`config.mk`:
```
export PLATFORM = sky130hd
export DESIGN_NAME = lsac_lane
export DESIGN_NICKNAME = d
export VERILOG_FILES = /design/src/hw/rtl/assert_macros.svh /design/src/hw/rtl/lsac_pkg.sv /design/src/hw/rtl/lsac_lane.sv
export SDC_FILE = /design/constraint.sdc
export NUM_CORES = 2
export LEC_CHECK = 0
export ABC_AREA = 1
export ABC_CLOCK_PERIOD_IN_PS = 7850
export BUFFER_PORTS_ARGS = -buffer_cell sky130_fd_sc_hd__buf_2
export CORE_MARGIN = 2
export CORE_UTILIZATION = 50
export DETAILED_ROUTE_END_ITERATION = 8
export MAX_ROUTING_LAYER = met4
export PLACE_DENSITY_LB_ADDON = 0.25
export SYNTH_ARGS = -nofsm -noshare
export SYNTH_HDL_FRONTEND = slang
export SYNTH_SLANG_ARGS = --single-unit
export TNS_END_PERCENT = 10
```
`constraint.sdc`:
```
create_clock -name i_clk -period 7.85 [get_ports i_clk]
set_clock_uncertainty 0.15 [all_clocks]
set_input_delay 0.3925 -clock i_clk [delete_from_list [all_inputs] [get_ports i_clk]]
set_output_delay 0.3925 -clock i_clk [all_outputs]
set_load 0.03 [all_outputs]
```
`src/hw/rtl/assert_macros.svh`:
```
// Assertion macros shared by the RTL of the linear score classifier.
// No dependencies; the bodies compile to nothing when SYNTHESIS is defined.
`ifndef ASSERT_MACROS_SVH
`define ASSERT_MACROS_SVH
`ifndef SYNTHESIS
`define ASSERT_IMP(lbl, clk, rst_n, ante, cons) \
    lbl: assert property (@(posedge clk) disable iff (!rst_n) (ante) |-> (cons)) \
        else $error("same-cycle check failed");
`define ASSERT_NXT(lbl, clk, rst_n, ante, cons) \
    lbl: assert property (@(posedge clk) disable iff (!rst_n) (ante) |=> (cons)) \
        else $error("next-cycle check failed");
`else
`define ASSERT_IMP(lbl, clk, rst_n, ante, cons)
`define ASSERT_NXT(lbl, clk, rst_n, ante, cons)
`endif
`endif

```
`src/hw/rtl/lsac_pkg.sv`:
```
// Package of the linear score classifier: beat types, codes and widths.
// Used by lsac_lane, lsac_merge and linear_score_argmax_classifier.
package lsac_pkg;

    localparam int PROD_W     = 49;
    localparam int SCORE_W    = 53;
    localparam int CFG_IDX_W  = 4;
    localparam int CFG_DATA_W = 16;

    localparam logic [1:0] MODE_LOAD_COEF  = 2'd0;
    localparam logic [1:0] MODE_LOAD_CLASS = 2'd1;
    localparam logic [1:0] MODE_CLASSIFY   = 2'd2;

    localparam logic [CFG_IDX_W-1:0] CFG_NODATA_EN  = 4'd0;
    localparam logic [CFG_IDX_W-1:0] CFG_NODATA_VAL = 4'd1;
    localparam logic [CFG_IDX_W-1:0] CFG_BAND_CNT   = 4'd2;
    localparam logic [CFG_IDX_W-1:0] CFG_CLASS_CNT  = 4'd3;

    typedef struct packed {
        logic [1:0]         mode;
        logic [3:0]         class_slot;
        logic [3:0]         feature_slot;
        logic signed [31:0] load_value;
        logic [15:0]        band_zero;
        logic [15:0]        band_one;
        logic [15:0]        band_two;
        logic [15:0]        band_three;
        logic [15:0]        band_four;
        logic [15:0]        band_five;
        logic [15:0]        band_six;
        logic [15:0]        band_seven;
    } t_in;

    typedef struct packed {
        logic [15:0] class_label;
        logic [3:0]  winner_slot;
        logic        no_data;
    } t_out;

    // Control that travels with one class row through the lanes and the merge.
    typedef struct packed {
        logic valid;
        logic first;
        logic last;
    } t_tok;

    typedef enum logic [1:0] {
        ST_IDLE,
        ST_ISSUE,
        ST_WAIT,
        ST_DONE
    } t_state;

endpackage

```
`src/hw/rtl/lsac_lane.sv`:
```
// One coefficient lane: a weight memory indexed by class slot and a multiplier.
// Depends on lsac_pkg for the product width.
module lsac_lane #(
    parameter int DEPTH  = 16,
    parameter int ADDR_W = $clog2(DEPTH)
) (
    input  logic                              i_clk,
    input  logic                              i_wr_en,
    input  logic [ADDR_W-1:0]                 i_wr_addr,
    input  logic signed [31:0]                i_wr_data,
    input  logic [ADDR_W-1:0]                 i_rd_addr,
    input  logic [15:0]                       i_sample,
    output logic signed [lsac_pkg::PROD_W-1:0] o_product
);
    import lsac_pkg::*;

    logic signed [31:0]       r_mem [0:DEPTH-1];
    logic signed [31:0]       r_weight;
    logic signed [16:0]       w_sample;
    logic signed [PROD_W-1:0] r_product;

    assign w_sample = $signed({1'b0, i_sample});

    always_ff @(posedge i_clk) begin
        if (i_wr_en) begin
            r_mem[i_wr_addr] <= i_wr_data;
        end
        r_weight  <= r_mem[i_rd_addr];
        r_product <= r_weight * w_sample;
    end

    assign o_product = r_product;

endmodule

```
# --- Yosys cells after proc, flatten, opt, wreduce, memory -nomap -nowiden ---
# Memories as Yosys holds them, arrays and structs flattened. A register that Yosys moved wholly into a read port is not among the register bits.
# Cells that the tools add are included.
word_totals:
  ff_bits: 49
  mem_bits_rw: 512
  input_bits: 58
  elab_cells: 5
  mem_count: 1
classes:
  mux: 2
  multipliers: 1
mem_list:
  columns: ["memory", "depth", "width", "rd", "rd_ports_with_merged_regs", "wr", "line_no", "text"]
  rows:
  - ["r_mem", 16, 32, 1, 1, 1, "lsac_lane.sv:17", "logic signed [31:0] r_mem [0:DEPTH-1];"]
op_table:
  columns: ["cell", "count"]
  rows:
  - ["$mul A32 B17 Y49", 1]
  - ["$mux W1", 2]

# --- Logic depth before layout (Yosys ltp) ---
depth:
  depth_word: 2
  depth_mapped: 29
  mapped_depth_nobuf: 27

# --- Least setup slack after synthesis ---
# Ideal clock, no wire load.
synth_path:
  path_kind: "register -> register"
  start: "register r_weight[31], read port of r_mem"
  end: "register r_product[48], in the netlist o_product[48]"
  period_less_slack_ps: 5698
  arrival_ps: 5434
  slack_ps: 2152
  setup_time_ps: 114
  stages_incl_launch_ff: 23
  path_cell_list: "dfxtp_1 -> clkbuf_1 -> clkbuf_1 -> nand2_1 -> fa_1 -> fa_1 -> inv_1 -> fa_1 -> inv_1 -> fa_1 -> fa_1 -> fa_1 -> inv_1 -> ha_1 -> inv_1 -> nor3_1 -> nand2_1 -> nor2_1 -> inv_1 -> nor2_1 -> nand2_1 -> nand4_1 -> nand2_1"
synth_between:
  elab_chain_cells: 1
synth_rtl:
  columns: ["item", "line_no", "text"]
  rows:
  - ["start: declaration", "lsac_lane.sv:18", "logic signed [31:0] r_weight;"]
  - ["$mul A32 B17 Y49", "lsac_lane.sv:29", "r_product <= r_weight * w_sample;"]
  - ["end signal: assignment", "lsac_lane.sv:29", null]
  - ["end: declaration", "lsac_lane.sv:20", "logic signed [PROD_W-1:0] r_product;"]
# No other way between the ends.

# --- Worst setup path in the final report ---
layout_path:
  start: "register r_weight[31], read port of r_mem"
  end: "register r_product[45], in the netlist o_product[45]"
# The elaborated chain is that of the path after synthesis.

==> metrics.md <==
| Metric | Value |
|---|---|
| Critical Path End Type | `flip-flop` |
| Final nets | `between 4000 and 5000` |
| Busiest grt layer | `met2` |
| CTS tree | `yes` |
| Root Driver | `clkbuf_16` |
| Filler cells | `7371` |
| Share of cells above drive strength 1 | `0.0576` |
| CTS HTree Levels | `3` |
| Critical path data arrival time | `~7 ns` |
| Cells after synthesis | `between 4000 and 5000` |
| Worst-Skew Late Latency | `about 0.60 ns` |
| Sequential fraction of the synthesis area | `0.404` |
| Final Hold Viols | `0` |
| DR pass1 iterations | `5` |
| Layout area overhead | `8.65%` |
| GRT Util Overall | `0.257` |
| Largest net degree at the start of global routing | `about 180` |
| Fmax | `0.152 GHz` |
| Rel. slew slack | `0.292` |
| Post-Layout Cell Count | `5463` |
| HP Class | `input pin to flip-flop` |
| Wire length of the first global-routing pass | `165 mm` |
| CP Data Required Time | `8.22 ns` |
| First DRT Iteration DRCs | `2247` |
| Synthesized area | `42100 um2` |
| Commonest non-fill, non-tap cell in the layout | `inv_1` |
| HPWL after detailed placement | `~70 mm` |
| Worst reg-to-reg path cell count | `20` |
| Critical Path Source Type | `flip-flop` |
| Setup violators final | `0` |
| Gpl congestion | `0.967` |
| M2 GR Usage | `0.423` |
| CP endpoint | `o_product[45]` |
| Die Y | `about 300 um` |
| GRT met1 Usage | `0.336` |
| Clock Sinks | `slightly below 600` |
| Fin Hold WS | `0.0245 ns` |
| Dpl cells | `roughly 5300` |
| RSZ-0062 raised after global routing | `no` |
| Post-route ant nets | `0` |
| Row cnt | `106` |
| Synth unique cells | `28` |
| Avg Inst Size Synth | `9.80 um2` |
| Syn nets | `4959` |
| DRC viols | `0` |
| Starting Density | `0.504` |
| Longest Clk Path Bufs | `3` |
| Status | `finished, final reports clean` |
| Reg2reg end | `o_product[45]` |
| Chip width | `a little under 300 um` |
| Vias/cell | `5.16` |
| Worst-path clk slew | `~0.06 ns` |
| Register bit total from synthesis | `between 500 and 600` |
| Global-route met3 utilization | `0.0337` |
| Initial antenna violation count | `5` |
| Slew Limit Fails | `0` |
| Post-DR wirelength/cell | `19.2 um` |
| Crit path from | `r_weight[31]` |
| Most frequent cells in the layout | `inv_1, nand2_1, edfxtp_1` |
| Core footprint | `between 80000 and 90000 um2` |
| Crit path kind | `flip-flop to flip-flop` |
| Critical path peak fanout | `16` |
| I/O Buffers | `106` |
| Worst slew pin tran | `1.06 ns` |
| TritonCTS buffer count | `67` |
| Max cap viols | `0` |
| Setup TNS | `0 ns` |
| Die area | `approximately 87000 um2` |
| Tcrit/Tclk final | `0.838` |
| Grt total ovfl | `0` |
| Vias in the first global route | `28800` |
| Yosys warning count | `0` |
| Via count | `28200` |
| Final WL | `105 mm` |
| Ports | `107` |
| R2r setup slk | `roughly 1.3 ns` |
| Tmin final | `about 6.6 ns` |
| R2R Path Start | `r_weight[31]` |
-- cell families (layout without fill, tap and decap cells) --
kind of cell             after synthesis  in the layout  synth area share
buffers and inverters               1341           1424             0.125
AND/OR/NAND/NOR                     1156           1156             0.107
adder cells (fa/ha/maj)              606            606             0.267
flip-flops                           593            593             0.404
AO/OA/AOI/OAI                        446            446            0.0614
multiplexers                         128            128            0.0304
XOR/XNOR                              25             25           0.00520
other                                  0              5                 0
-- state kept, by name, indices dropped and copies added (netlist names) --
register and flops:
o_product 49, r_mem 512, r_weight 32
-- layer usage --
| metal | routed length, um | share of wire |
|---|---|---|
| met2 | 50900 | 0.49 |
| met5 | 0 | 0 |
| met1 | 45100 | 0.43 |
| met3 | 5930 | 0.056 |
| met4 | 2990 | 0.029 |
-- critical path: stages, from the launching register on --
cell	delay, ns
dfxtp_1	0.83
nand2_1	0.27
fa_1	0.80
fa_1	0.49
inv_1	0.28
fa_1	0.50
fa_1	0.51
fa_1	0.49
inv_1	0.05
fa_1	0.47
inv_1	0.04
ha_1	0.42
nand2_1	0.11
nor2_1	0.16
inv_1	0.07
nor3_1	0.23
nand2_1	0.17
nor2_1	0.11
nand2_1	0.13
nand4_1	0.13
nand2_1	0.06
-- synth_stat cells --
| cell | n | area share |
|---|---|---|
| buf_8 | 6 | 0.0021 |
| a21oi_1 | 159 | 0.019 |
| mux2i_1 | 128 | 0.030 |
| dfxtp_1 | 81 | 0.039 |
| buf_2 | 13 | 0.0015 |
| clkbuf_1 | 163 | 0.015 |
| ha_1 | 117 | 0.035 |
| nand2_1 | 937 | 0.084 |
| o21ai_1 | 17 | 0.0020 |
| buf_1 | 3 | 0.00027 |
| inv_1 | 1138 | 0.10 |
| xnor2_1 | 3 | 0.00062 |
| nand3_1 | 103 | 0.012 |
| nor2_1 | 93 | 0.0083 |
| edfxtp_1 | 512 | 0.37 |
| o211ai_1 | 128 | 0.023 |
| nor3_1 | 7 | 0.00083 |
| a21o_1 | 2 | 0.00036 |
| buf_4 | 5 | 0.00089 |
| o211ai_2 | 2 | 0.00059 |
| fa_1 | 489 | 0.23 |
| nand3b_1 | 3 | 0.00053 |
| xor2_1 | 22 | 0.0046 |
| buf_6 | 12 | 0.0032 |
| o21bai_1 | 5 | 0.00089 |
| buf_12 | 1 | 0.00048 |
| nand4_1 | 13 | 0.0019 |
| o21ai_0 | 133 | 0.016 |
-- worst min path at each step --
stage,from,to,cells after the start
floorplan,i_sample[0],o_product[0],2
global placement,r_mem[8][7],r_weight[7],4
detailed placement,r_mem[8][7],r_weight[7],4
CTS,i_wr_data[9],r_mem[6][9],1
global route,i_wr_data[9],r_mem[6][9],1
finish,i_wr_data[4],r_mem[0][4],1
-- through the flow --
step	setup slack, ns	area [um2]	utilization
final	1.27	45700	0.547
after global routing	0.849	45700	0.547
after CTS	1.20	45700	0.547
after detailed placement	1.13	43500	0.520
after global placement	1.19	43500	0.520
after floorplan	2.15	42100	-
-- layout make-up --
cell class / instances / area (um2) / area share
multi-input cells: 2361 / 20000 / 0.437
flip-flops and latches: 593 / 17000 / 0.372
inverters: 1138 / 4280 / 0.0935
clock buffers: 92 / 1840 / 0.0403
well taps: 1080 / 1350 / 0.0295
repair buffers: 170 / 1100 / 0.0240
clock inverters: 24 / 185 / 0.00405
diodes: 5 / 12.5 / 0.000274
-- timing repair --
item	4_1_cts	5_1_grt
setup buffers	0	0
resized for setup	0	0
endpoints found under the hold margin	343	0
hold buffers	24	0
Power is not shown: default switching activity piles up to over one toggle a cycle in this logic, so the estimate is an artifact.
