## src/hw/rtl/assert_macros.svh

```systemverilog
// Assertion macros shared by the RTL of the linear score classifier.
// No dependencies; the bodies compile to nothing when SYNTHESIS is defined.
`ifndef ASSERT_MACROS_SVH
`define ASSERT_MACROS_SVH
`ifndef SYNTHESIS
`define ASSERT_IMP(lbl, clk, rst_n, ante, cons) \
    lbl: assert property (@(posedge clk) disable iff (!rst_n) (ante) |-> (cons)) \
        else $error("same-cycle check failed");
`define ASSERT_NXT(lbl, clk, rst_n, ante, cons) \
    lbl: assert property (@(posedge clk) disable iff (!rst_n) (ante) |=> (cons)) \
        else $error("next-cycle check failed");
`else
`define ASSERT_IMP(lbl, clk, rst_n, ante, cons)
`define ASSERT_NXT(lbl, clk, rst_n, ante, cons)
`endif
`endif

```

## src/hw/rtl/lsac_pkg.sv

```systemverilog
// Package of the linear score classifier: beat types, codes and widths.
// Used by lsac_lane, lsac_merge and linear_score_argmax_classifier.
package lsac_pkg;

    localparam int PROD_W     = 49;
    localparam int SCORE_W    = 53;
    localparam int CFG_IDX_W  = 4;
    localparam int CFG_DATA_W = 16;

    localparam logic [1:0] MODE_LOAD_COEF  = 2'd0;
    localparam logic [1:0] MODE_LOAD_CLASS = 2'd1;
    localparam logic [1:0] MODE_CLASSIFY   = 2'd2;

    localparam logic [CFG_IDX_W-1:0] CFG_NODATA_EN  = 4'd0;
    localparam logic [CFG_IDX_W-1:0] CFG_NODATA_VAL = 4'd1;
    localparam logic [CFG_IDX_W-1:0] CFG_BAND_CNT   = 4'd2;
    localparam logic [CFG_IDX_W-1:0] CFG_CLASS_CNT  = 4'd3;

    typedef struct packed {
        logic [1:0]         mode;
        logic [3:0]         class_slot;
        logic [3:0]         feature_slot;
        logic signed [31:0] load_value;
        logic [15:0]        band_zero;
        logic [15:0]        band_one;
        logic [15:0]        band_two;
        logic [15:0]        band_three;
        logic [15:0]        band_four;
        logic [15:0]        band_five;
        logic [15:0]        band_six;
        logic [15:0]        band_seven;
    } t_in;

    typedef struct packed {
        logic [15:0] class_label;
        logic [3:0]  winner_slot;
        logic        no_data;
    } t_out;

    // Control that travels with one class row through the lanes and the merge.
    typedef struct packed {
        logic valid;
        logic first;
        logic last;
    } t_tok;

    typedef enum logic [1:0] {
        ST_IDLE,
        ST_ISSUE,
        ST_WAIT,
        ST_DONE
    } t_state;

endpackage

```

## src/hw/rtl/lsac_merge.sv

```systemverilog
// Merge stage: registered adder tree over the lane products, then a running
// maximum over class rows. Depends on lsac_pkg for t_tok and the widths.
module lsac_merge #(
    parameter int NLANES = 9,
    parameter int SLOT_W = 4
) (
    input  logic                              i_clk,
    input  logic                              i_rst_n,
    input  logic signed [lsac_pkg::PROD_W-1:0] i_prod [0:NLANES-1],
    input  lsac_pkg::t_tok                    i_tok,
    output logic                              o_done,
    output logic [SLOT_W-1:0]                 o_best_slot
);
    import lsac_pkg::*;

    localparam int LVL = $clog2(NLANES);
    localparam int NL  = 1 << LVL;

    logic signed [SCORE_W-1:0] w_leaf [0:NL-1];
    logic signed [SCORE_W-1:0] r_node [1:NL-1];
    t_tok                      r_tok_pipe [1:LVL];
    t_tok                      w_root_tok;
    logic signed [SCORE_W-1:0] r_best_score;
    logic [SLOT_W-1:0]         r_best_slot;
    logic [SLOT_W-1:0]         r_cur_slot;
    logic                      r_done;

    for (genvar n = 0; n < NL; n++) begin : g_leaf
        if (n < NLANES) begin : g_used
            assign w_leaf[n] = SCORE_W'(i_prod[n]);
        end else begin : g_pad
            assign w_leaf[n] = '0;
        end
    end

    // Heap layout: node n adds children 2n and 2n+1; the bottom row reads leaves.
    for (genvar n = 1; n < NL; n++) begin : g_node
        if (2 * n >= NL) begin : g_bottom
            always_ff @(posedge i_clk) begin
                r_node[n] <= w_leaf[2*n-NL] + w_leaf[2*n+1-NL];
            end
        end else begin : g_inner
            always_ff @(posedge i_clk) begin
                r_node[n] <= r_node[2*n] + r_node[2*n+1];
            end
        end
    end

    always_ff @(posedge i_clk) begin
        if (!i_rst_n) begin
            for (int k = 1; k <= LVL; k++) begin
                r_tok_pipe[k] <= '0;
            end
        end else begin
            r_tok_pipe[1] <= i_tok;
            for (int k = 2; k <= LVL; k++) begin
                r_tok_pipe[k] <= r_tok_pipe[k-1];
            end
        end
    end

    assign w_root_tok = r_tok_pipe[LVL];

    always_ff @(posedge i_clk) begin
        if (!i_rst_n) begin
            r_done <= 1'b0;
        end else begin
            r_done <= w_root_tok.valid && w_root_tok.last;
        end
    end

    // Only a strictly higher score replaces the best, so the lowest slot wins ties.
    always_ff @(posedge i_clk) begin
        if (w_root_tok.valid) begin
            if (w_root_tok.first) begin
                r_best_score <= r_node[1];
                r_best_slot  <= '0;
                r_cur_slot   <= SLOT_W'(1);
            end else begin
                if (r_node[1] > r_best_score) begin
                    r_best_score <= r_node[1];
                    r_best_slot  <= r_cur_slot;
                end
                r_cur_slot <= r_cur_slot + 1'b1;
            end
        end
    end

    assign o_done      = r_done;
    assign o_best_slot = r_best_slot;

endmodule

```

## config.mk

```make
export PLATFORM = sky130hd
export DESIGN_NAME = lsac_merge
export DESIGN_NICKNAME = d
export VERILOG_FILES = /design/src/hw/rtl/assert_macros.svh /design/src/hw/rtl/lsac_pkg.sv /design/src/hw/rtl/lsac_merge.sv
export SDC_FILE = /design/constraint.sdc
export NUM_CORES = 1
export LEC_CHECK = 0
export BUFFER_PORTS_ARGS = -buffer_cell sky130_fd_sc_hd__buf_2
export CORE_UTILIZATION = 32
export CTS_BUF_LIST = sky130_fd_sc_hd__clkbuf_16
export DETAILED_ROUTE_END_ITERATION = 7
export PLACE_DENSITY = 0.51
export SYNTH_ARGS = -nofsm -noshare
export SYNTH_HDL_FRONTEND = slang
export SYNTH_SLANG_ARGS = --single-unit
```

## constraint.sdc

```tcl
create_clock -name i_clk -period 4.47 [get_ports i_clk]
set_clock_uncertainty 0.15 [all_clocks]
set_input_delay 0.6705 -clock i_clk [delete_from_list [all_inputs] [get_ports i_clk]]
set_output_delay 0.6705 -clock i_clk [all_outputs]
set_load 0.02 [all_outputs]
```

Word-level counts from Yosys, hierarchy flattened
Memories as Yosys holds them, arrays and structs flattened.
Index checks and enable logic that the tools add are counted.
{ "op_classes": {"add_sub_neg": 12, "magnitude_cmp": 1, "n_mux": 9, "n_bitwise": 4, "n_reduce_logical": 3} }
{ "ops": {"columns": ["op", "count"], "rows": [
  ["$add A53 B53 Y53", 7],
  ["$add A49 B49 Y50", 4],
  ["$mux W53", 2],
  ["$gt A53 B53 Y1", 1],
  ["$mux W3", 4],
  ["$add A4 B1 Y4 const B", 1],
  ["$mux W4", 1],
  ["$or A1 B1 Y1", 4],
  ["$mux W1", 2],
  ["$reduce_and A2 Y1", 1],
  ["$reduce_bool A2 Y1", 1],
  ["$logic_and A1 B1 Y1", 1]
]} }
{ "totals": {"register_bits": 62, "ramBits": 807, "output_inout_bits": 5, "mem_count": 2} }
{ "mem_list": {"columns": ["name", "words", "width", "read_ports", "rd_clocked_by_memory_dff", "wr", "line_no", "source"], "rows": [
  ["r_node", 15, 53, 15, 0, 15, "lsac_merge.sv:20", "logic signed [SCORE_W-1:0] r_node [1:NL-1];"],
  ["r_tok_pipe", 4, 3, 4, 0, 4, "lsac_merge.sv:21", "t_tok r_tok_pipe [1:LVL];"]
]} }

Longest topological paths before layout
Gate-level depths: netlist (run 1).
An unclocked memory read counts as a cell.
{ "depth": {"ltp_word": 4, "ltp_mapped": 13, "mapped_depth_nobuf": 13} }

Worst setup path before layout (run 1)
Ideal clock, no wire load.
{ "synth_timing": {"path_type": "reg-to-reg", "startpoint": "register r_best_score[10]", "endpoint": "register r_best_slot[0] (netlist: o_best_slot[0]) (enable)", "setup_ns": 0.419, "t_arrival_ns": 3.507, "required_ns": 3.901, "path_slack_ns": 0.394, "path_stages_with_launch": 14, "synth_period_minus_slack_ns": 4.076, "cell_sequence": "edfxtp_1 -> inv_1 -> ha_1 -> a21o_1 -> a21o_1 -> a21oi_1 -> o21a_1 -> o221ai_1 -> a31o_2 -> a221oi_1 -> o21ai_0 -> xor2_1 -> a31oi_1 -> o21a_1"} }
{ "synth_via": {"elab_chain_len": 3} }
{ "synth_lines": {"columns": ["element", "line_no", "source"], "rows": [
  ["start, declared", "lsac_merge.sv:23", "logic signed [SCORE_W-1:0] r_best_score;"],
  ["start signal, assigned", "lsac_merge.sv:76", "r_best_score <= r_node[1];"],
  ["start signal, assigned", "lsac_merge.sv:81", "r_best_score <= r_node[1];"],
  ["$gt A53 B53 Y1", "lsac_merge.sv:80", "if (r_node[1] > r_best_score) begin"],
  ["$reduce_bool A2 Y1 (no line)", null, null],
  ["$reduce_and A2 Y1 (no line)", null, null],
  ["end signal, assigned", "lsac_merge.sv:82", "r_best_slot <= r_cur_slot;"],
  ["end, declared", "lsac_merge.sv:24", "logic [SLOT_W-1:0] r_best_slot;"]
]} }
Every way passes these cells.
A chain may end at the register's enable or synchronous reset.

==> results of run 1 <==
-- sequential cells by signal, indices dropped and copies added (netlist names) --
name and flops:
o_best_slot 4, o_done 1, r_best_score 53, r_cur_slot 4
r_node 559, r_tok_pipe 12
-- synthesized netlist by cell type, types with 9 or more instances --
master / n
sky130_fd_sc_hd__a21oi_1: 419
sky130_fd_sc_hd__a31oi_1: 36
sky130_fd_sc_hd__and3_1: 40
sky130_fd_sc_hd__o31ai_1: 21
sky130_fd_sc_hd__or2_2: 15
sky130_fd_sc_hd__and4_1: 9
sky130_fd_sc_hd__nand2_1: 248
sky130_fd_sc_hd__edfxtp_1: 61
sky130_fd_sc_hd__a31o_2: 9
sky130_fd_sc_hd__o21bai_1: 67
sky130_fd_sc_hd__a221o_1: 12
sky130_fd_sc_hd__xor2_1: 137
sky130_fd_sc_hd__o211ai_1: 25
sky130_fd_sc_hd__and2_1: 30
sky130_fd_sc_hd__a41oi_1: 9
sky130_fd_sc_hd__o21a_1: 45
sky130_fd_sc_hd__nor4_1: 15
sky130_fd_sc_hd__a211o_1: 10
sky130_fd_sc_hd__o21ai_0: 188
sky130_fd_sc_hd__a211oi_1: 40
sky130_fd_sc_hd__o21ai_1: 9
sky130_fd_sc_hd__nand2b_1: 40
sky130_fd_sc_hd__nor2b_1: 50
sky130_fd_sc_hd__nor3_1: 50
sky130_fd_sc_hd__xnor2_1: 233
sky130_fd_sc_hd__nand4_1: 72
sky130_fd_sc_hd__clkbuf_1: 74
sky130_fd_sc_hd__a21o_1: 271
sky130_fd_sc_hd__ha_1: 454
sky130_fd_sc_hd__inv_1: 148
sky130_fd_sc_hd__dfxtp_1: 572
sky130_fd_sc_hd__nor2_1: 194
sky130_fd_sc_hd__or3_1: 16
sky130_fd_sc_hd__o22ai_1: 11
sky130_fd_sc_hd__nand3_1: 70
-- layout make-up --
class / instances / area share, %
Clock inverter: 59 / 1.51
Sequential cell: 633 / 31.0
Inverter: 148 / 1.30
Multi-Input combinational cell: 2977 / 50.4
Timing Repair Buffer: 537 / 7.09
Antenna cell: 1 / 0.00584
Tap cell: 1488 / 4.35
Clock buffer: 75 / 4.38
-- layout by cell type (no fill, tap or decap), drive strengths merged, types with 25 or more instances in the layout --
master,count
edfxtp,61
ha,454
nand4,72
inv,170
xnor2,233
o21ai,201
nand3,70
nand2b,40
a21o,273
nand2,248
o21bai,67
a31oi,37
nor2b,50
o211ai,25
dfxtp,572
xor2,137
dlygate4sd3,48
clkbuf,75
o21a,45
a21oi,421
a211oi,41
and2,32
nor3,50
and3,42
buf,489
nor2,194
-- layer usage --
metal  up-vias  GRT usage, %  wire, um
li1      15100             -         -
met1     13600          24.6     50800
met5         -             0         0
met3       165          2.21      3870
met2       622          30.7     49100
met4         0          6.74      3350
-- critical path, delay by kind of cell, from the launching register on --
family	cells	cell delay, ns
adders and majority gates	2	0.64
xor gates and xnor gates	1	0.15
AOI/OAI and AO/OA	7	2.20
and+or+nand+nor	3	0.53
DFF	1	0.30
-- stage by stage --
stage / total power, W / cells
6_report: 0.0274 / 5918
5_1_grt: 0.0295 / 5917
4_1_cts: 0.0276 / 5917
3_5_place_dp: 0.0212 / 5735
3_3_place_gp: 0.0212 / 5735
2_1_floorplan: 0.0176 / 3839
-- what timing repair did --
item	CTS	global route
endpoints found under the hold margin	48	0
setup buffers	0	0
hold buffers	48	0
-- worst paths after layout --
check / slack [ns] / startpoint / endpoint
hold / removal: 0.05 / i_prod[48] / r_node[0][687]$_DFF_P_
setup reg to reg: 0.41 / r_node[0][424]$_DFF_P_ / r_node[0][258]$_DFF_P_
hold reg to reg: 0.17 / r_node[0][344]$_DFF_P_ / r_node[0][185]$_DFF_P_
setup / recovery: 0.41 / r_node[0][424]$_DFF_P_ / r_node[0][258]$_DFF_P_
-- cells by family after synthesis --
family          synth area share, %
compound gates                 22.9
xor+xnor                       9.06
fa+ha+maj                      16.3
buf+inv                        2.49
flops                          37.2
mux                          0.0595
simple gates                   12.0
-- where the power goes --
group,total (W),internal [W],switching (W)
Sequential,0.00832,0.00750,0.000813
Combinational,0.0128,0.00548,0.00733
Clock,0.00623,0.00368,0.00255
==> results list, run 1 <==
- On the final layout, the worst hold slack is 0.0490 ns.
- Synthesis produced 3839 cells.
- Total number of yosys warnings: 0
* Area contributors post-synth: sky130_fd_sc_hd__dfxtp_1 32%, sky130_fd_sc_hd__ha_1 16%, sky130_fd_sc_hd__a21oi_1 5.9%
- For this design the ratio of total power to cell area is 639 mW/mm2.
- The die is 336 um wide.
- Most frequent CP cell: sky130_fd_sc_hd__o21ai_0
- Final standard cell utilization of the core: 38.7%
- Counting cells, the worst reg-to-reg path comes to 13.
* DRC violation count after routing: 0
* Via count of the first global-routing pass: 29600
* Worst Path Arrival: 4.47 ns
- Placed Area: 0.0398 mm2
- Global router's overall resource usage: 18.5%
* TritonCTS clock tree: built
* Insertion delay of the later-clocked pin in the worst-skew pair: 0.65 ns
* Cell breakdown of the critical path: ha_1 -> fa_1 -> a21o_1 -> a21oi_1 -> or4_1 -> nand3_1 -> o21ai_0 -> nand4_1 -> a221o_1 -> a21oi_1 -> o21ai_0 -> o21ai_0 -> xnor2_1
- Time the worst path needs with I/O delays and setup: 4.06 ns
- Total congestion overflow after global routing: 0
* Clock-pin transition on the worst setup and hold timing paths: 0.06 ns
- Count of vias placed by the detailed router: 29500
- Commonest register cell after synthesis: sky130_fd_sc_hd__dfxtp_1
- VDD sags by at most 255 uV.
* Portion of the clock cycle consumed by the worst path in the final layout: 90.7%
- Setup violations remaining at the end of the flow were counted as 0.
- Crit path max-delay cell type: sky130_fd_sc_hd__o21ai_0
* Total length of routed wires: 107000 um
- Filler cell count: 11200
- Number of nets in the synthesized netlist: 4747
- Standard-cell rows: 122
* Final #Nets: 5279
- After legalization and detailed placement, the total HPWL measured 88800 um.
- Total of max-cap violations: 0
- Global-route wire length before repair: 163000 um
- Headroom to the max-slew limit came out at 49.0%.
* Final antenna-violating net count: 0
* Fin Setup TNS: 0 ns
- Portion of synthesized cell area occupied by the leading cell type: 32.0%
* IO Port Bufs: 450
- Worst-case clock buffer depth: 3
- Count of different cell masters after synthesis: 99
- Compared with the post-synthesis result, the final layout area differs by 19.8%.
- The setup path with the least slack is of type reg -> reg.
- At the placement stage, the worst setup path has a slack of 0.0236 ns.
- Along the worst path, the maximum fanout reaches 3.
- Fraction of final layout cells sized beyond drive strength 1: 14.8%
* Type of destination of the critical path: flip-flop
* Total of flip-flops plus latches after synthesis: 633
* Routed WL per cell: 18.1 um
- Area occupied by multi-input gates: 0.0216 mm2
- Initial detailed-routing violation count: 1367
- Hold-critical path depth: 1
- Entering global routing, the biggest net connects 37 pins.
- The tightest min-delay check is of the in -> reg type.
* Finished layout cell area: 0.0428 mm2
* Netlist area before placement: 0.0358 mm2
- Post-CTS repair changed the size of 0 cells.
- Setup repair after global routing left no endpoint under its margin.
* Initial core utilization: 32.3%
* Fraction of registers with async set or reset after synthesis: 0%
- The die is 336 um tall.
* Hold violation total from the final report: 0
- Crit path required time: 4.88 ns
- Worst setup SP type: flip-flop
* H-tree level count: 3
- I/O pin count: 451
* Full die area: 0.113 mm2
* Number of antenna violations at the first check in global routing: 3
* Via count normalized by instance count: 4.98
- In this run, synthesis inferred 61 flip-flops with an integrated enable.
- Before antenna repair, the detailed router went through 5 iterations.
* Clock sink total: 633
- Static timing analysis puts the maximum clock frequency at 0.247 GHz.
- In this run the standard cell core region covers 0.111 mm2.
* Outcome: completed
- Summed over all cells, the static leakage comes to 19.9 nW.
- Slew at the pin closest to its max-slew limit: 0.758 ns
- Counting the buffers created by CTS gives 74.
- Count of pins over their slew limit: 0
* Leading area contributor after synthesis: sky130_fd_sc_hd__dfxtp_1
- Summing all flip-flop and latch instances after layout gives 0.0133 mm2.
- Minimum setup slack in the final design: 0.415 ns
- CP max stage delay: 0.53 ns
- Routability-driven placement finished with a final weighted congestion of 0.900.
- Clock Tree Root: sky130_fd_sc_hd__clkbuf_16
- Average cell area after synthesis: 9.31 um2
* Sequential element share of the synthesized area: 37.2%
Note: power is estimated with default switching activity, not from simulation.
==> inputs of run 2 (changes only) <==
Settings changed: PLACE_DENSITY 0.51 to unset.
==> run 2 against run 1 <==
Sequential power down 0.7%. Utilization up 0.053 points. Combinational power about the same. Maximum frequency up 3.3%. First-iteration DRC count up 26%. Hold slack better by 0.011 ns. Sequential share of layout area about the same. Critical endpoint is now r_node[0][315]$_DFF_P_.
==> results list, run 2 (same netlist as run 1, synthesis figures left out) <==
* Outcome: completed
- After the last flow step, the layout net total stands at 5287.
- The first global-routing pass estimated 162000 um of wire.
- At the worst endpoint, the required time is 4.88 ns.
- Layout area overhead: 20.0%
- Summed over all cells, the static leakage comes to 19.9 nW.
- Commonest cells after routing, fill and taps aside: 572 x sky130_fd_sc_hd__dfxtp_1, 454 x sky130_fd_sc_hd__ha_1, 450 x sky130_fd_sc_hd__buf_2, 419 x sky130_fd_sc_hd__a21oi_1, 271 x sky130_fd_sc_hd__a21o_1
* Worst-case clock buffer depth: 3
- Initial core utilization: 32.3%
* Final setup violation count: 0
- After clock tree synthesis, the clock-pin slew on the worst setup and hold paths is 0.06 ns.
* Worst Path Class, Setup: reg -> reg
- The clock reaches the later pin of the worst-skew pair after 0.63 ns.
- Clock sink total: 633
- Buffers inserted during post-CTS setup optimization: 0
- After detailed routing, the wire length on met1 is 49000 um.
* Class of the tightest hold or removal check: in -> reg
* Vert. Die Dim: 336 um
- H-tree level count: 3
* Most flop-heavy register: r_node
- Pin count of the biggest net entering global routing: 39
- Total length of routed wires: 107000 um
- In this run the tool buffered the top-level ports with 450 buffer cells.
- In the finished design, the share of the clock period the worst path needs comes to 87.8%.
- Leaving out fill and tap cells, the most frequent cell in the layout is sky130_fd_sc_hd__dfxtp_1.
- Among all stages on the critical path, the largest delay is contributed by sky130_fd_sc_hd__o2111ai_1.
* Final standard cell utilization of the core: 38.8%
* Pre-antenna DRT Iters: 5
* Top fanout value on the critical path: 3
- Count of vias placed by the detailed router: 29800
- Met3 Wirelength: 4620 um
* Number of antenna violations at the first check in global routing: 2
- Placeable core region: 0.111 mm2
- Worst IR Drop VDD: 283 uV
* Slew at the pin closest to its max-slew limit: 0.775 ns
* Full die area: 0.113 mm2
- Slew Limit Headroom: 47.7%
- The largest registers in the layout are r_node (559), r_best_score (53), r_tok_pipe (12).
- The signal on the critical path passes through ha_1 -> fa_1 -> a211oi_1 -> o21ai_0 -> o211ai_1 -> a311oi_1 -> o2111ai_1 -> a21boi_2 -> a21o_2 -> o31ai_1 -> o21bai_1 -> a21oi_1 -> or2_2.
- Total power for the finished layout comes to 0.0273 W.
* Worst setup SP type: flip-flop
* Via count of the first global-routing pass: 29500
- TritonCTS clock tree: built
* Fraction of final layout cells sized beyond drive strength 1: 15.1%
- Topmost layer with routed signal wires: met5
* Initial detailed-routing violation count: 1718
- Summed over all nets, wire length on met2 after detailed routing comes to 51100 um.
- In the final routed layout, each cell accounts on average for 18.1 um.
- Count of pins over their slew limit: 0
* DRC violation count after routing: 0
- Across the run, the number of max-cap violations was 0.
- Final Wtd Congestion: 0.929
- Summed over all nets, the half-perimeter wirelength after detailed placement is 88500 um.
- The finished cells cover 0.0429 mm2.
- For this run, the slowest stage of the critical path takes 0.46 ns.
* Hold violation total from the final report: 0
* Fin Setup TNS: 0 ns
- Final antenna-violating net count: 0
- Worst Path Arrival: 4.33 ns
- Placed Area: 0.0399 mm2
- In this run the count of I/O pins placed on the die edge is 451.
* Inserted Clock Buffers: 74
* Power per cell area: 637 mW/mm2
- Prior to clock tree synthesis, the placed netlist has a worst setup slack of 0.196 ns.
- Total congestion overflow after global routing: 0
- Time the worst path needs with I/O delays and setup: 3.92 ns
- STA classifies the critical path endpoint as a flip-flop.
* Clock Tree Root: sky130_fd_sc_hd__clkbuf_16
- Static timing analysis puts the maximum clock frequency at 0.255 GHz.
- Setup slack closes at 0.545 ns.
- Via count normalized by instance count: 5.02
* Standard-cell rows: 122
- The register with the most flip-flops in the layout has 559 of them.
* Setup repair after global routing missed its margin: false
- Global routing used 18.5% of the available tracks across all layers.
- Die X: 336 um
-- run 2: changes by cell type in the layout (fill, tap and decap cells not counted), moves of 2 or more --
cell                         delta
sky130_fd_sc_hd__buf_4          +8
sky130_fd_sc_hd__clkbuf_16      +2
sky130_fd_sc_hd__clkinv_1       -3
sky130_fd_sc_hd__clkinv_2       +5
sky130_fd_sc_hd__clkinvlp_4     -2
sky130_fd_sc_hd__inv_1          -2
sky130_fd_sc_hd__inv_8          +2
-- run 2: final cells by class --
type | instances | area [um2]
clock buffer | 77 | 1930
fill | 11100 | 67800
inverter | 148 | 556
timing repair buffer | 545 | 3100
multi-input combinational | 2977 | 21600
sequential | 633 | 13300
clock inverter | 58 | 594
tap | 1488 | 1860
antenna | 1 | 2.50
-- run 2: worst paths after layout --
| path | depth (start not counted) | slack [ns] | startpoint | to |
|---|---|---|---|---|
| setup / recovery | 13 | 0.55 | r_node[0][530]$_DFF_P_ | r_node[0][315]$_DFF_P_ |
| hold / removal | 1 | 0.06 | i_prod[48] | r_node[0][687]$_DFF_P_ |
| setup reg to reg | 13 | 0.55 | r_node[0][530]$_DFF_P_ | r_node[0][315]$_DFF_P_ |
| hold reg to reg | 0 | 0.17 | r_node[0][661]$_DFF_P_ | r_node[0][343]$_DFF_P_ |
-- run 2: critical path, delay by kind of cell (launching register included) --
kind                       cells  cell delay [ns]
DFF                            1             0.30
AOI/OAI and AO/OA             10             2.63
and+or+nand+nor                1             0.13
adders and majority gates      2             0.64
-- run 2: stage by stage --
| stage | hold WS [ns] | cells |
|---|---|---|
| 6_report | 0.0598 | 5927 |
| 5_1_grt | 0.0180 | 5926 |
| 4_1_cts | 0.0178 | 5926 |
| 3_5_place_dp | 0.162 | 5743 |
| 3_3_place_gp | 0.161 | 5743 |
| 2_1_floorplan | 0.160 | 3839 |
-- run 2: timing repair --
item / in CTS / in global routing
hold endpoints to repair: 48 / 0
resized for setup: 0 / 0
hold buffers: 48 / 0
-- run 2: layer usage --
layer / track usage [%] / vias up
met1: 23.7 / 13800
met5: 0 / -
met3: 2.54 / 141
met2: 32.0 / 699
li1: - / 15100
met4: 5.64 / 2
-- run 2: report_power, final --
group	internal (W)	switching [W]	leakage [nW]
Clock	0.00370	0.00254	1.28
Combinational	0.00551	0.00733	13.3
Sequential	0.00750	0.000758	5.37
Total	0.0167	0.0106	19.9
==> inputs of run 3 (changes only) <==
Settings changed: RECOVER_POWER set to 100.
==> run 3 against run 2 <==
Maximum frequency is 3.5% lower. Sequential share of layout area is 0.10 points higher. Power is 0.26% lower. Final cell count stayed put. Critical endpoint is now r_node[0][98]$_DFF_P_. Clock power hardly changed. Combinational power hardly changed. Critical path type unchanged.
==> results list, run 3 (same netlist as run 1, synthesis figures left out) <==
- Time the worst path needs with I/O delays and setup: 4.07 ns
* Sequential cell area: 0.0133 mm2
- Count of vias placed by the detailed router: 29800
* Slew Limit Headroom: 46.6%
* TritonCTS clock tree: built
- In the final layout, the registers with the most flip-flops are r_node (559), r_best_score (53), r_tok_pipe (12).
- DRC violation count after routing: 0
- The worst hold path belongs to the class in -> reg.
- Pin count of the biggest net entering global routing: 39
- Placeable core region: 0.111 mm2
- Total of max-cap violations: 0
* Clock sink total: 633
- Clock-pin transition on the worst setup and hold timing paths: 0.07 ns
- For this block, the initial DRC count from the detailed router was 1548.
- The critical path is of the reg -> reg type.
- The library cells used most frequently in the layout, excluding fill and tap cells, are 572 x sky130_fd_sc_hd__dfxtp_1, 454 x sky130_fd_sc_hd__ha_1, 436 x sky130_fd_sc_hd__buf_2, 421 x sky130_fd_sc_hd__a21oi_1, 271 x sky130_fd_sc_hd__a21o_1.
* Full die area: 0.113 mm2
* Total placed cells including tap cells: 5743
- Non-Filler Instances: 5927
* Setup repair after global routing missed its margin: false
- Of the cells placed in the final design, the portion with a size suffix greater than 1 is 14.0%.
* Fin Setup TNS: 0 ns
* Final Hold Slack: 0.101 ns
* Hold violation total from the final report: 0
- Layout area overhead: 19.6%
- Portion of the clock cycle consumed by the worst path in the final layout: 91.0%
- The floorplan has 122 rows.
* Slew at the pin closest to its max-slew limit: 0.790 ns
- CP max stage delay: 0.49 ns
- Worst IR Drop VDD: 283 uV
* Global-route wire length before repair: 162000 um
- Number of antenna violations at the first check in global routing: 2
- The cell family contributing the most delay on the critical path is compound AO/OA/AOI/OAI gates.
- The number of buffers and inverters on the critical path is 0.
- Power per cell area: 637 mW/mm2
* Filler cell count: 11200
- After legalization and detailed placement, the total HPWL measured 88500 um.
- Area occupied by multi-input gates: 0.0216 mm2
- Post_cts resized: 0
* Most common cell after layout, fill and taps aside: sky130_fd_sc_hd__dfxtp_1
* Total length of routed wires: 107000 um
- The H-tree generated during clock tree synthesis spans 3 levels.
- The register with the most flip-flops in the layout has 559 of them.
- Most flop-heavy register: r_node
- Derived from the worst setup path, the maximum achievable clock frequency is 0.246 GHz.
* Worst-case clock buffer depth: 3
- The root buffer cell chosen for the clock tree is sky130_fd_sc_hd__clkbuf_16.
- Die X: 336 um
* Routed WL per cell: 18.1 um
- Final setup violation count: 0
* Inserted Clock Buffers: 74
- Cell breakdown of the critical path: ha_1 -> a21o_1 -> a21o_1 -> a21oi_1 -> o21ai_0 -> o31ai_1 -> o21ai_0 -> a211o_1 -> a2111o_1 -> o21ai_0 -> o21ai_0 -> a211oi_1
* Count of pins over their slew limit: 0
* Via count normalized by instance count: 5.03
- Insertion delay of the later-clocked pin in the worst-skew pair: 0.63 ns
- For this run, the total global-route usage over all layers was measured as 18.5%.
- Data on the critical path is required at its endpoint by 4.86 ns.
* Final standard cell utilization of the core: 38.6%
- IO Port Bufs: 450
- The run finished with clean final reports.
- Worst Path Arrival: 4.46 ns
* Buffers inserted during post-CTS setup optimization: 0
- Once the floorplan was initialized, standard cells occupied 32.3% of the core.
- I/O pin count: 451
* Final Wtd Congestion: 0.929
- The via count of the first global-routing pass is 29500.
- In this run the vertical extent of the chip is 336 um.
* Top fanout value on the critical path: 5
- Type of destination of the critical path: flip-flop
- After global routing the overflow that remains totals 0.
- Leakage: 19.8 nW
* Final #Nets: 5287
* Final antenna-violating net count: 0
- Crit path max-delay cell type: sky130_fd_sc_hd__o31ai_1
- By instance count, the cell type seen most on the critical path is sky130_fd_sc_hd__o21ai_0.
- Worst setup SP type: flip-flop
- Pre-antenna DRT Iters: 5
run 3: changes by cell type in the layout (fill, tap and decap cells not counted), moves of 8 or more:
cell and change:
sky130_fd_sc_hd__clkbuf_1 +36, sky130_fd_sc_hd__buf_4 -31, sky130_fd_sc_hd__buf_2 -14, sky130_fd_sc_hd__and2_0 +12, sky130_fd_sc_hd__and2_1 -12, sky130_fd_sc_hd__o21ai_0 +9
sky130_fd_sc_hd__o21ai_1 -8
run 3: final cells by class:
type	instances	share of cell area, %
clock inverter	58	1.39
multi-input combinational	2977	50.4
clock buffer	77	4.51
inverter	148	1.30
sequential	633	31.1
timing repair buffer	545	6.99
antenna	1	0.00585
tap	1488	4.35
run 3: where the power goes:
part	internal, W	total, W	switching, W	leakage (nW)
registers	0.00750	0.00826	0.000757	5.37
logic	0.00545	0.0128	0.00732	13.1
clock network	0.00370	0.00623	0.00254	1.28
run 3: what timing repair did:
item | in CTS | in global routing
endpoints found under the setup margin | 0 | 0
hold buffers | 48 | 0
endpoints found under the hold margin | 48 | 0
run 3: metrics by stage:
| step | setup slack (ns) | instance area, um2 | total power (W) |
|---|---|---|---|
| after floorplan | 0.394 | 35800 | 0.0176 |
| after global placement | 0.194 | 39900 | 0.0210 |
| after detailed placement | 0.196 | 39900 | 0.0211 |
| after CTS | 0.501 | 42900 | 0.0276 |
| after global routing | 0.106 | 42800 | 0.0293 |
| final | 0.401 | 42800 | 0.0273 |
run 3: worst reg2reg max path, stage by stage (launching register included):
cell and delay (ns):
sky130_fd_sc_hd__dfxtp_1 0.40, sky130_fd_sc_hd__ha_1 0.32, sky130_fd_sc_hd__a21o_1 0.20, sky130_fd_sc_hd__a21o_1 0.17, sky130_fd_sc_hd__a21oi_1 0.20, sky130_fd_sc_hd__o21ai_0 0.15, sky130_fd_sc_hd__o31ai_1 0.49, sky130_fd_sc_hd__o21ai_0 0.30
sky130_fd_sc_hd__a211o_1 0.39, sky130_fd_sc_hd__a2111o_1 0.41, sky130_fd_sc_hd__o21ai_0 0.26, sky130_fd_sc_hd__o21ai_0 0.29, sky130_fd_sc_hd__a211oi_1 0.25
run 3: path summary, 6_finish.rpt:
kind	from	endpoint	slack, ns	cells past startpoint
max	r_node[0][175]$_DFF_P_	r_node[0][98]$_DFF_P_	0.40	12
min	i_prod[48]	r_node[0][687]$_DFF_P_	0.10	1
max reg2reg	r_node[0][175]$_DFF_P_	r_node[0][98]$_DFF_P_	0.40	12
min reg2reg	r_node[0][661]$_DFF_P_	r_node[0][343]$_DFF_P_	0.17	0
run 3: routing by layer:
layer | up-vias | global-route usage (%) | routed length [um]
li1 | 15100 | - | -
met1 | 13900 | 23.7 | 48800
met4 | 2 | 5.64 | 2560
met2 | 676 | 32.0 | 51300
met3 | 136 | 2.54 | 4820
met5 | - | 0 | 9
